--- src/rtl/swcr_pkg.sv ---
// Package for the stop-and-wait checksum receiver.
// Holds the field widths, the default buffer depth and the controller/datapath structs.
// No dependencies.
package swcr_pkg;

  localparam int PAYLOAD_BYTES_DEF = 32;
  localparam int LEN_W  = 8;
  localparam int BYTE_W = 8;
  localparam int SUM_W  = 32;

  // Commands from the controller to the datapath.
  typedef struct packed {
    logic take;      // an input transfer completes this cycle
    logic rd_issue;  // read the next buffered byte
    logic rd_move;   // move the read byte into the output register
  } swcr_cmd_t;

  // Status from the datapath to the controller.
  typedef struct packed {
    logic out_free;    // output register can be loaded this cycle
    logic drain_req;   // the offered item would close a packet with an ACK
    logic issue_left;  // buffered bytes remain to be read
    logic rd_valid;    // read data holds a byte not yet moved out
  } swcr_sts_t;

endpackage

--- src/rtl/stop_wait_checksum_receiver_top.sv ---
// Top level of the stop-and-wait checksum receiver.
// Joins swcr_ctrl and swcr_dpath; depends on swcr_pkg.
//
// Usage: the input channel carries packet headers (kind, length, checksum)
// and payload bytes, one transfer per item. Each byte of an open packet is
// buffered and its sign-extended value added into a 32-bit wrapping sum.
// When the declared length is reached, or at once for a zero-length header,
// the sum is checked and one response (ACK or NACK) is loaded into the
// output register in the cycle of the closing transfer, so it shows the
// next cycle. A header longer than the buffer gets an immediate NACK.
// On an ACK the buffered bytes follow in arrival order after the first
// buffer read, one per cycle while the output is not stalled; last marks
// the final result. Throughput: one input transfer per cycle while the
// output register is free and no drain runs. After an ACK the input is
// stalled while its bytes pass through the one read port of the buffer.
// Bytes with no open packet and headers that open a packet give no result.
// Reset clears all control state with no clearing pass; buffer entries are
// only read after being written in the same packet. When the receiver
// stalls the output, the result holds and in_stall_o rises in the same cycle.
module stop_wait_checksum_receiver_top import swcr_pkg::*; #(
  parameter int PAYLOAD_BYTES = PAYLOAD_BYTES_DEF
) (
  input  logic                    clk_i,
  input  logic                    rst_ni,
  input  logic                    in_valid_i,
  output logic                    in_stall_o,
  input  logic                    req_type_i,
  input  logic                    packet_kind_i,
  input  logic [LEN_W-1:0]        payload_length_i,
  input  logic signed [SUM_W-1:0] sent_checksum_i,
  input  logic [BYTE_W-1:0]       byte_value_i,
  output logic                    out_valid_o,
  input  logic                    out_stall_i,
  output logic                    result_kind_o,
  output logic                    ack_o,
  output logic [BYTE_W-1:0]       data_byte_o,
  output logic                    message_done_o,
  output logic                    last_o
);

  swcr_cmd_t cmd;
  swcr_sts_t sts;

  // The controller owns the handshake decision and the drain sequencing.
  swcr_ctrl u_ctrl (
    .clk_i      (clk_i),
    .rst_ni     (rst_ni),
    .in_valid_i (in_valid_i),
    .sts_i      (sts),
    .in_stall_o (in_stall_o),
    .cmd_o      (cmd)
  );

  // The datapath holds packet state, the checksum adder, the buffer and the output register.
  swcr_dpath #(
    .PAYLOAD_BYTES (PAYLOAD_BYTES)
  ) u_dpath (
    .clk_i            (clk_i),
    .rst_ni           (rst_ni),
    .cmd_i            (cmd),
    .sts_o            (sts),
    .req_type_i       (req_type_i),
    .packet_kind_i    (packet_kind_i),
    .payload_length_i (payload_length_i),
    .sent_checksum_i  (sent_checksum_i),
    .byte_value_i     (byte_value_i),
    .out_stall_i      (out_stall_i),
    .out_valid_o      (out_valid_o),
    .result_kind_o    (result_kind_o),
    .ack_o            (ack_o),
    .data_byte_o      (data_byte_o),
    .message_done_o   (message_done_o),
    .last_o           (last_o)
  );

endmodule

--- src/rtl/swcr_ram.sv ---
// Generic single-port-write, single-port-read RAM with registered read data.
// Read data holds while the read enable is low. No dependencies.
module swcr_ram #(
  parameter int WIDTH = 8,
  parameter int DEPTH = 32
) (
  input  logic                                      clk_i,
  input  logic                                      we_i,
  input  logic [((DEPTH > 1) ? $clog2(DEPTH) : 1)-1:0] waddr_i,
  input  logic [WIDTH-1:0]                          wdata_i,
  input  logic                                      re_i,
  input  logic [((DEPTH > 1) ? $clog2(DEPTH) : 1)-1:0] raddr_i,
  output logic [WIDTH-1:0]                          rdata_o
);

  logic [WIDTH-1:0] mem_q [DEPTH];
  logic [WIDTH-1:0] rdata_q;

  always_ff @(posedge clk_i) begin
    if (we_i) begin
      mem_q[waddr_i] <= wdata_i;
    end
    if (re_i) begin
      rdata_q <= mem_q[raddr_i];
    end
  end

  assign rdata_o = rdata_q;

endmodule

--- src/rtl/swcr_ctrl.sv ---
// Controller of the stop-and-wait checksum receiver.
// Decides when input transfers are taken and sequences the buffer drain.
// Depends on swcr_pkg.
module swcr_ctrl import swcr_pkg::*; (
  input  logic      clk_i,
  input  logic      rst_ni,
  input  logic      in_valid_i,
  input  swcr_sts_t sts_i,
  output logic      in_stall_o,
  output swcr_cmd_t cmd_o
);

  localparam logic StIdle  = 1'b0;
  localparam logic StDrain = 1'b1;

  logic state_q, state_d;

  always_comb begin
    state_d    = state_q;
    cmd_o      = '0;
    in_stall_o = 1'b1;
    case (state_q)
      StIdle: begin
        in_stall_o = !sts_i.out_free;
        cmd_o.take = in_valid_i && sts_i.out_free;
        if (cmd_o.take && sts_i.drain_req) begin
          state_d = StDrain;
        end
      end
      StDrain: begin
        cmd_o.rd_issue = sts_i.issue_left && (!sts_i.rd_valid || sts_i.out_free);
        cmd_o.rd_move  = sts_i.rd_valid && sts_i.out_free;
        // The byte in the read register is the final one once nothing is left to issue.
        if (cmd_o.rd_move && !sts_i.issue_left) begin
          state_d = StIdle;
        end
      end
      default: begin
        state_d = StIdle;
      end
    endcase
  end

  always_ff @(posedge clk_i or negedge rst_ni) begin
    if (!rst_ni) begin
      state_q <= StIdle;
    end else begin
      state_q <= state_d;
    end
  end

endmodule

--- src/rtl/swcr_dpath.sv ---
// Datapath of the stop-and-wait checksum receiver: packet registers, checksum
// adder, payload buffer and output register. Depends on swcr_pkg and swcr_ram.
module swcr_dpath import swcr_pkg::*; #(
  parameter int PAYLOAD_BYTES = PAYLOAD_BYTES_DEF
) (
  input  logic                    clk_i,
  input  logic                    rst_ni,
  input  swcr_cmd_t               cmd_i,
  output swcr_sts_t               sts_o,
  input  logic                    req_type_i,
  input  logic                    packet_kind_i,
  input  logic [LEN_W-1:0]        payload_length_i,
  input  logic signed [SUM_W-1:0] sent_checksum_i,
  input  logic [BYTE_W-1:0]       byte_value_i,
  input  logic                    out_stall_i,
  output logic                    out_valid_o,
  output logic                    result_kind_o,
  output logic                    ack_o,
  output logic [BYTE_W-1:0]       data_byte_o,
  output logic                    message_done_o,
  output logic                    last_o
);

  localparam int AddrW = (PAYLOAD_BYTES > 1) ? $clog2(PAYLOAD_BYTES) : 1;
  localparam int CntW  = $clog2(PAYLOAD_BYTES + 1);

  // Packet state.
  logic             open_q, open_d;
  logic [CntW-1:0]  seen_q, seen_d;
  logic [LEN_W-1:0] len_q, len_d;
  logic [SUM_W-1:0] sum_q, sum_d;
  logic [SUM_W-1:0] chk_q, chk_d;
  logic             kind_q, kind_d;
  // Drain state.
  logic             done_q, done_d;
  logic [CntW-1:0]  rd_idx_q, rd_idx_d;
  logic             rv_q, rv_d;
  logic             rv_last_q, rv_last_d;
  // Output register.
  logic              out_valid_q, out_valid_d;
  logic              res_kind_q, res_kind_d;
  logic              ack_q, ack_d;
  logic [BYTE_W-1:0] data_q, data_d;
  logic              mdone_q, mdone_d;
  logic              last_q, last_d;

  logic [SUM_W-1:0]  sum_add;
  logic [CntW-1:0]   seen_inc;
  logic              fin_byte;
  logic              good_byte;
  logic              too_long;
  logic              zero_len;
  logic              good_zero;
  logic              we;
  logic [BYTE_W-1:0] rdata;

  assign sum_add   = sum_q + {{(SUM_W-BYTE_W){byte_value_i[BYTE_W-1]}}, byte_value_i};
  assign seen_inc  = seen_q + 1'b1;
  assign fin_byte  = LEN_W'(seen_inc) >= len_q;
  assign good_byte = sum_add == chk_q;
  assign too_long  = payload_length_i > LEN_W'(PAYLOAD_BYTES);
  assign zero_len  = payload_length_i == '0;
  assign good_zero = sent_checksum_i == '0;

  assign sts_o.out_free   = !out_valid_q || !out_stall_i;
  assign sts_o.drain_req  = req_type_i && open_q && fin_byte && good_byte;
  assign sts_o.issue_left = LEN_W'(rd_idx_q) != len_q;
  assign sts_o.rd_valid   = rv_q;

  always_comb begin
    open_d      = open_q;
    seen_d      = seen_q;
    len_d       = len_q;
    sum_d       = sum_q;
    chk_d       = chk_q;
    kind_d      = kind_q;
    done_d      = done_q;
    rd_idx_d    = rd_idx_q;
    rv_d        = rv_q;
    rv_last_d   = rv_last_q;
    out_valid_d = out_valid_q && out_stall_i;
    res_kind_d  = res_kind_q;
    ack_d       = ack_q;
    data_d      = data_q;
    mdone_d     = mdone_q;
    last_d      = last_q;
    we          = 1'b0;

    if (cmd_i.take) begin
      if (!req_type_i) begin
        // A header always restarts the packet, dropping any open one silently.
        open_d = 1'b0;
        seen_d = '0;
        sum_d  = '0;
        len_d  = payload_length_i;
        chk_d  = sent_checksum_i;
        kind_d = packet_kind_i;
        if (too_long) begin
          len_d       = '0;
          out_valid_d = 1'b1;
          res_kind_d  = 1'b0;
          ack_d       = 1'b0;
          data_d      = '0;
          mdone_d     = 1'b0;
          last_d      = 1'b1;
        end else if (zero_len) begin
          out_valid_d = 1'b1;
          res_kind_d  = 1'b0;
          ack_d       = good_zero;
          data_d      = '0;
          mdone_d     = good_zero && packet_kind_i;
          last_d      = 1'b1;
        end else begin
          open_d = 1'b1;
        end
      end else if (open_q) begin
        we     = 1'b1;
        sum_d  = sum_add;
        seen_d = seen_inc;
        if (fin_byte) begin
          open_d      = 1'b0;
          seen_d      = '0;
          done_d      = good_byte && kind_q;
          rd_idx_d    = '0;
          out_valid_d = 1'b1;
          res_kind_d  = 1'b0;
          ack_d       = good_byte;
          data_d      = '0;
          mdone_d     = good_byte && kind_q;
          last_d      = !good_byte;
        end
      end
    end

    if (cmd_i.rd_issue) begin
      rd_idx_d  = rd_idx_q + 1'b1;
      rv_d      = 1'b1;
      rv_last_d = (LEN_W'(rd_idx_q) + LEN_W'(1)) == len_q;
    end else if (cmd_i.rd_move) begin
      rv_d = 1'b0;
    end

    if (cmd_i.rd_move) begin
      out_valid_d = 1'b1;
      res_kind_d  = 1'b1;
      ack_d       = 1'b0;
      data_d      = rdata;
      mdone_d     = done_q;
      last_d      = rv_last_q;
    end
  end

  swcr_ram #(
    .WIDTH (BYTE_W),
    .DEPTH (PAYLOAD_BYTES)
  ) u_ram (
    .clk_i   (clk_i),
    .we_i    (we),
    .waddr_i (seen_q[AddrW-1:0]),
    .wdata_i (byte_value_i),
    .re_i    (cmd_i.rd_issue),
    .raddr_i (rd_idx_q[AddrW-1:0]),
    .rdata_o (rdata)
  );

  always_ff @(posedge clk_i or negedge rst_ni) begin
    if (!rst_ni) begin
      open_q      <= 1'b0;
      seen_q      <= '0;
      len_q       <= '0;
      sum_q       <= '0;
      chk_q       <= '0;
      kind_q      <= 1'b0;
      done_q      <= 1'b0;
      rd_idx_q    <= '0;
      rv_q        <= 1'b0;
      rv_last_q   <= 1'b0;
      out_valid_q <= 1'b0;
    end else begin
      open_q      <= open_d;
      seen_q      <= seen_d;
      len_q       <= len_d;
      sum_q       <= sum_d;
      chk_q       <= chk_d;
      kind_q      <= kind_d;
      done_q      <= done_d;
      rd_idx_q    <= rd_idx_d;
      rv_q        <= rv_d;
      rv_last_q   <= rv_last_d;
      out_valid_q <= out_valid_d;
    end
  end

  always_ff @(posedge clk_i) begin
    res_kind_q <= res_kind_d;
    ack_q      <= ack_d;
    data_q     <= data_d;
    mdone_q    <= mdone_d;
    last_q     <= last_d;
  end

  assign out_valid_o    = out_valid_q;
  assign result_kind_o  = res_kind_q;
  assign ack_o          = ack_q;
  assign data_byte_o    = data_q;
  assign message_done_o = mdone_q;
  assign last_o         = last_q;

endmodule

--- config.mk ---
export PLATFORM = sky130hd
export DESIGN_NAME = stop_wait_checksum_receiver_top
export DESIGN_NICKNAME = d
export VERILOG_FILES = /design/src/rtl/swcr_pkg.sv /design/src/rtl/stop_wait_checksum_receiver_top.sv /design/src/rtl/swcr_ram.sv /design/src/rtl/swcr_ctrl.sv /design/src/rtl/swcr_dpath.sv
export SDC_FILE = /design/constraint.sdc
export NUM_CORES = 1
export LEC_CHECK = 0
export BUFFER_PORTS_ARGS = -buffer_cell sky130_fd_sc_hd__buf_2
export CORE_MARGIN = 2
export CORE_UTILIZATION = 55
export CTS_BUF_LIST = sky130_fd_sc_hd__clkbuf_16
export DETAILED_ROUTE_END_ITERATION = 7
export GPL_TIMING_DRIVEN = 0
export PLACE_DENSITY = 0.83
export SLEW_MARGIN = 20
export SYNTH_ARGS = -nofsm -noshare
export SYNTH_HDL_FRONTEND = slang
export SYNTH_SLANG_ARGS = --single-unit
--- constraint.sdc ---
create_clock -name clk_i -period 9.25 [get_ports clk_i]
set_input_delay 1.85 -clock clk_i [delete_from_list [all_inputs] [get_ports clk_i]]
set_output_delay 1.85 -clock clk_i [all_outputs]
set_load 0.03 [all_outputs]
# [Word-level counts from Yosys, hierarchy flattened]
# Memory sizes are Yosys's and may differ from the RTL's. A register that Yosys moved wholly into a read port is not among the register bits.
# Cells that the tools add are included.
# Widths: inputs -> output; s select.
[op_classes] mux=67 order_cmp=2 n_eq_ne=7 addsub=4 n_bitwise=2 reduce_logical=35
[ops] cell="$mux 32" count=2
[ops] cell="$mux 8" count=8
[ops] cell="$mux 6" count=8
[ops] cell="$mux 1" count=47
[ops] cell="$add 32x32->32" count=1
[ops] cell="$eq 32x32->1" count=1
[ops] cell="$logic_not 32->1" count=1
[ops] cell="$reduce_and 4->1" count=4
[ops] cell="$add 6x1->6 const B" count=2
[ops] cell="$reduce_bool 2->1" count=6
[ops] cell="$logic_and 1x1->1" count=11
[ops] cell="$eq 8x8->1" count=1
[ops] cell="$ge 6x8->1" count=1
[ops] cell="$gt 8x6->1 const B" count=1
[ops] cell="$logic_not 8->1" count=1
[ops] cell="$ne 6x8->1" count=1
[ops] cell="$add 6x1->7 const B" count=1
[ops] cell="$logic_not 1->1" count=6
[ops] cell="$ne 3x1->1 const B" count=2
[ops] cell="$ne 2x1->1 const B" count=2
[ops] cell="$reduce_and 2->1" count=2
[ops] cell="$reduce_bool 4->1" count=1
[ops] cell="$reduce_bool 3->1" count=1
[ops] cell="$logic_or 1x1->1" count=2
[ops] cell="other kinds (3)" count=4
[word_totals] memories=1 regBits=103 ramBits=256 inputBits=54
[mem_list] memory="u_dpath.u_ram.mem_q" words=32 width=8 rd=1 rd_clocked_by_memory_dff=1 wr=1 line="swcr_ram.sv:16" source="logic [WIDTH-1:0] mem_q [DEPTH];"

# [Depth between registers and ports, before layout]
[logic_depth] ltp_word=8 depth_mapped=13 ltp_nobuf=13

# [Cells and area by module]
# A second synthesis with hierarchy kept.
[hier_totals] hier_cells=1285 area_unflattened_um2=17444.2
[modules_own_cells] mod="swcr_ram" area_per_inst_um2=10133.5 cells_each=417 seq_area_each_um2=7927.6 instances=1
[modules_own_cells] mod="swcr_dpath" area_per_inst_um2=7234.4 cells_each=857 seq_area_each_um2=2592.5 instances=1
[modules_own_cells] mod="swcr_ctrl" area_per_inst_um2=76.3 cells_each=11 seq_area_each_um2=25.0 instances=1

# [Least setup slack after synthesis]
# No wires, ideal clock.
[synth_path] path_kind="input-to-reg" start="in byte_value_i[0]" end="reg u_dpath.last_q, in the netlist u_dpath.last_o, data pin" n_path_buf=0 t_arrival_ps=4342 setup_slack_ps=4652 path_stages=13 setup_time_ps=256 cell_sequence="ha_1 > inv_1 > fa_1 > nor2b_1 > o21a_1 > nor2_2 > o311ai_0 > o211a_1 > o21ai_0 > nor4_1 > and4_1 > nand2_1 > o22a_1"
[synth_between] elab_chain_len=8
[synth_lines] item="start, declared" line="stop_wait_checksum_receiver_top.sv:31" source="input logic [BYTE_W-1:0] byte_value_i,"
[synth_lines] item="$add 32x32->32" line="swcr_dpath.sv:57" source="assign sum_add = sum_q + {{(SUM_W-BYTE_W){byte_value_i[BYTE_W-1]}}, byte_value_i};"
[synth_lines] item="$eq 32x32->1" line="swcr_dpath.sv:60" source="assign good_byte = sum_add == chk_q;"
[synth_lines] item="$logic_not 1->1" line="swcr_dpath.sv:130" source="last_d = !good_byte;"
[synth_lines] item="$mux 1" line="swcr_dpath.sv:120" source="if (fin_byte) begin"
[synth_lines] item="$mux 1" line="swcr_dpath.sv:116" source="end else if (open_q) begin"
[synth_lines] item="$mux 1" line="swcr_dpath.sv:90" source="if (!req_type_i) begin"
[synth_lines] item="$mux 1" line="swcr_dpath.sv:89" source="if (cmd_i.take) begin"
[synth_lines] item="$mux 1" line="swcr_dpath.sv:143" source="if (cmd_i.rd_move) begin"
[synth_lines] item="net u_dpath.last_d" line="swcr_dpath.sv:45" source="logic last_q, last_d;"
[synth_lines] item="end signal, assigned" line="swcr_dpath.sv:199" source="last_q <= last_d;"
[synth_lines] item="end, declared" line="swcr_dpath.sv:45"
# The timed path passes the listed nets, and every way through them passes these cells. The select of a mux whose other input is x is not followed.
# A chain may end at the register's enable or synchronous reset.

# [Final worst setup path]
# Ends and elaborated chain as after synthesis.

==> impl_metrics.toml <==
[clocking]
root_buffer = "clkbuf_16"
clk_pin_slew_worst_paths_ps = 60
ctsHtreeMaxLevel = 2
cts.sinks = 367
cts_resized = 0
clockBufferDepth = 3
insertion_delay_ps = 530
cts-hold-fix-buffers = 0
numCtsBuffers = 38
cts_setup_buffers = 0
cts_tree = "built"

[logic_synthesis]
syn_area_per_cell_sq_um = 13.2
synth_top_area_share_pct = 47.0
synth_cell_type_count = 71
synth_area_leaders = "edfxtp_1 47%, dfrtp_1 13%, mux4_2 4.1%, mux2_2 3.2%, ha_1 3.0%"
yosysTopAreaCell = "edfxtp_1"
synth-edff-count = 274
ys_ff_latch = 367
synth_common_cells = "274 x edfxtp_1, 129 x nand2_1, 91 x dfrtp_1"
yosysMostFrequentCell = "edfxtp_1"
async_flop_share_pct = 24.8
synthesis.nets = 1417
synth_area_sq_um = 17500
yosys_warnings = 0
synthFlopType = "edfxtp_1"
syn_inst = 1320
seq_area_frac_synth_pct = 60.3

[sta]
final_max_slew_viol_count = 0
hold_viol = 0
period_minus_slack_ps = 5570
worstMarginPinSlew_ps = 938
tns_ps = 0
fmax_mhz = 179
max_slew_margin_pct = 37.5
finalWorstSetupSlack_ps = 3680
rsz0062_at_grt = "false"
min_period_over_period_pct = 60.3
finalClockSkew_ps = 15.9
setup_viol = 0

[drt]
drc_errors = 0
wl_mm = 41.8
via_per_inst = 6.25
firstDrtPassIters = 8
vias = 11600
drt-initial-drc-count = 1308
antenna_left = 0
post_drt_wl_per_cell_microns = 22.5

[setup_path]
critPathCaptureType = "register"
worstPathRequired_ps = 9530
startpoint_type = "input port"
worstPathMaxFanout = 33
cp.arrival_ps = 5860
worstSetupPathType = "input port to register"

[power]
peakVddDrop_mv = 0.157
p_leak_nw = 7.13
power_density_nw_per_um2 = 195

[place]
gp_congestion = 0.976
numPortBuffers = 66
dpl_worst_slack_ps = 3120
dpl.hpwl_mm = 29.1

[floorplan]
start_util_pct = 55.7
num_rows = 65
core-area_sq_um = 31400
fp.dieH_microns = 182
pin_count = 68
die-area_sq_um = 33200
dieWidth_microns = 182

[global_route]
track_usage_pct = 25.2
grt_pass1_vias = 11400
grt_max_degree = 59
antenna_found_initial = 0
grt_overflow = 0
grt_first_pass_wirelength_mm = 64.3

[cells_and_area]
layout-drive-gt1-share_pct = 15.7
area_delta_synth_final_pct = 12.2
insertedDiodeCount = 0
layout.nets = 1524

[status]
status = "finished clean"

[hold_path]
hold_class = "register to register"

[run]
max_cap_viol_count = 0
-- cell families (layout without fill, tap and decap cells) --
group	Yosys count	after routing	synth area share [%]
DFF	367	367	60.3
and+or+nand+nor	333	333	9.04
AOI/OAI and AO/OA	276	276	10.3
adders and majority gates	43	43	3.12
muxes	132	132	10.2
buffers and inverters	94	231	2.07
xor gates and xnor gates	75	75	5.02
-- per-stage QoR --
| stage | cells | utilization (%) | power [W] | area [sq um] | hold WS [ps] |
|---|---|---|---|---|---|
| 6_report | 1859 | 62.5 | 0.00382 | 19600 | 475 |
| 5_1_grt | 1859 | 62.5 | 0.00395 | 19600 | 492 |
| 4_1_cts | 1859 | 62.5 | 0.00384 | 19600 | 475 |
| 3_5_place_dp | 1789 | 58.5 | 0.00231 | 18400 | 440 |
| 3_3_place_gp | 1788 | 58.4 | 0.00229 | 18300 | 429 |
| 2_1_floorplan | 1320 | - | 0.00217 | 17500 | 454 |
-- path summary, 6_finish.rpt --
| path | from | end | slack, ps | depth (start not counted) |
|---|---|---|---|---|
| worst max-delay path | byte_value_i[0] | u_dpath.last_o | 3680 | 14 |
| worst min-delay path | u_dpath.result_kind_o | u_dpath.result_kind_o | 480 | 2 |
| worst max register to register | u_dpath.sum_q[0] | u_dpath.last_o | 5270 | 13 |
| worst min register to register | u_dpath.result_kind_o | u_dpath.result_kind_o | 480 | 2 |
| max in group asynchronous | rst_ni | u_dpath.sum_q[8] | 7380 | 2 |
| min in group asynchronous | rst_ni | u_dpath.rd_idx_q[2] | 1250 | 1 |
-- placed cells by master (no fill, tap or decap), types with 10 or more instances in the layout --
cell type	instances
o21ai_1	10
xor2_1	31
o21ai_0	85
xnor3_1	15
nor2_1	69
nand3_1	19
nand2_1	129
dfrtp_1	91
ha_1	42
mux2i_1	51
and2_1	18
xnor2_1	28
a21oi_1	61
o22ai_1	10
mux2_2	49
mux4_2	32
nand4_1	14
a21o_1	13
a22o_1	13
clkbuf_1	60
buf_2	71
clkbuf_16	39
o221ai_1	24
nor2b_1	10
inv_1	28
nor4_1	16
clkinv_1	13
edfxtp_1	274
nor3_1	19
-- registers in the layout (all words and copies together) (netlist names), 6 cells and up --
signal / cells
u_dpath.len_q: 8
u_dpath.u_ram.rdata_o: 8
u_dpath.chk_q: 32
u_dpath.rd_idx_q: 6
u_dpath.data_byte_o: 8
u_dpath.seen_q: 6
u_dpath.u_ram.mem_q: 256
u_dpath.sum_q: 32
-- worst max-delay path: stages --
cell and delay, ps:
buf_2 540, ha_1 300, inv_1 70, fa_1 430
nor2b_1 200, o21a_1 220, nor2_2 100, o31ai_1 640
a21oi_1 270, xnor3_1 260, nor4_1 340, and4_1 300
nand2_1 120, o22a_1 200
-- cell type report --
| cell class | count | area (sq um) |
|---|---|---|
| flip-flops and latches | 367 | 10500 |
| repair buffers | 67 | 367 |
| clock buffers | 39 | 976 |
| well taps | 402 | 503 |
| multi-input cells | 859 | 6580 |
| clock inverters | 31 | 292 |
| inverters | 23 | 86.3 |
| plain buffers | 71 | 277 |
| fillers | 2262 | 11800 |
-- where the power goes --
part,switching [W],internal [W]
clock,0.000629,0.000911
sequential,0.0000449,0.00182
combinational,0.000235,0.000185
total,0.000909,0.00292
-- routing by layer --
layer	GRT usage, %	vias up	wire, microns
met5	0	-	0
met4	8.06	0	1010
met3	3.17	76	3040
met2	43.6	575	21000
met1	33.5	5727	16700
li1	-	5248	-
No activity file was read; power rests on OpenSTA's default activity.
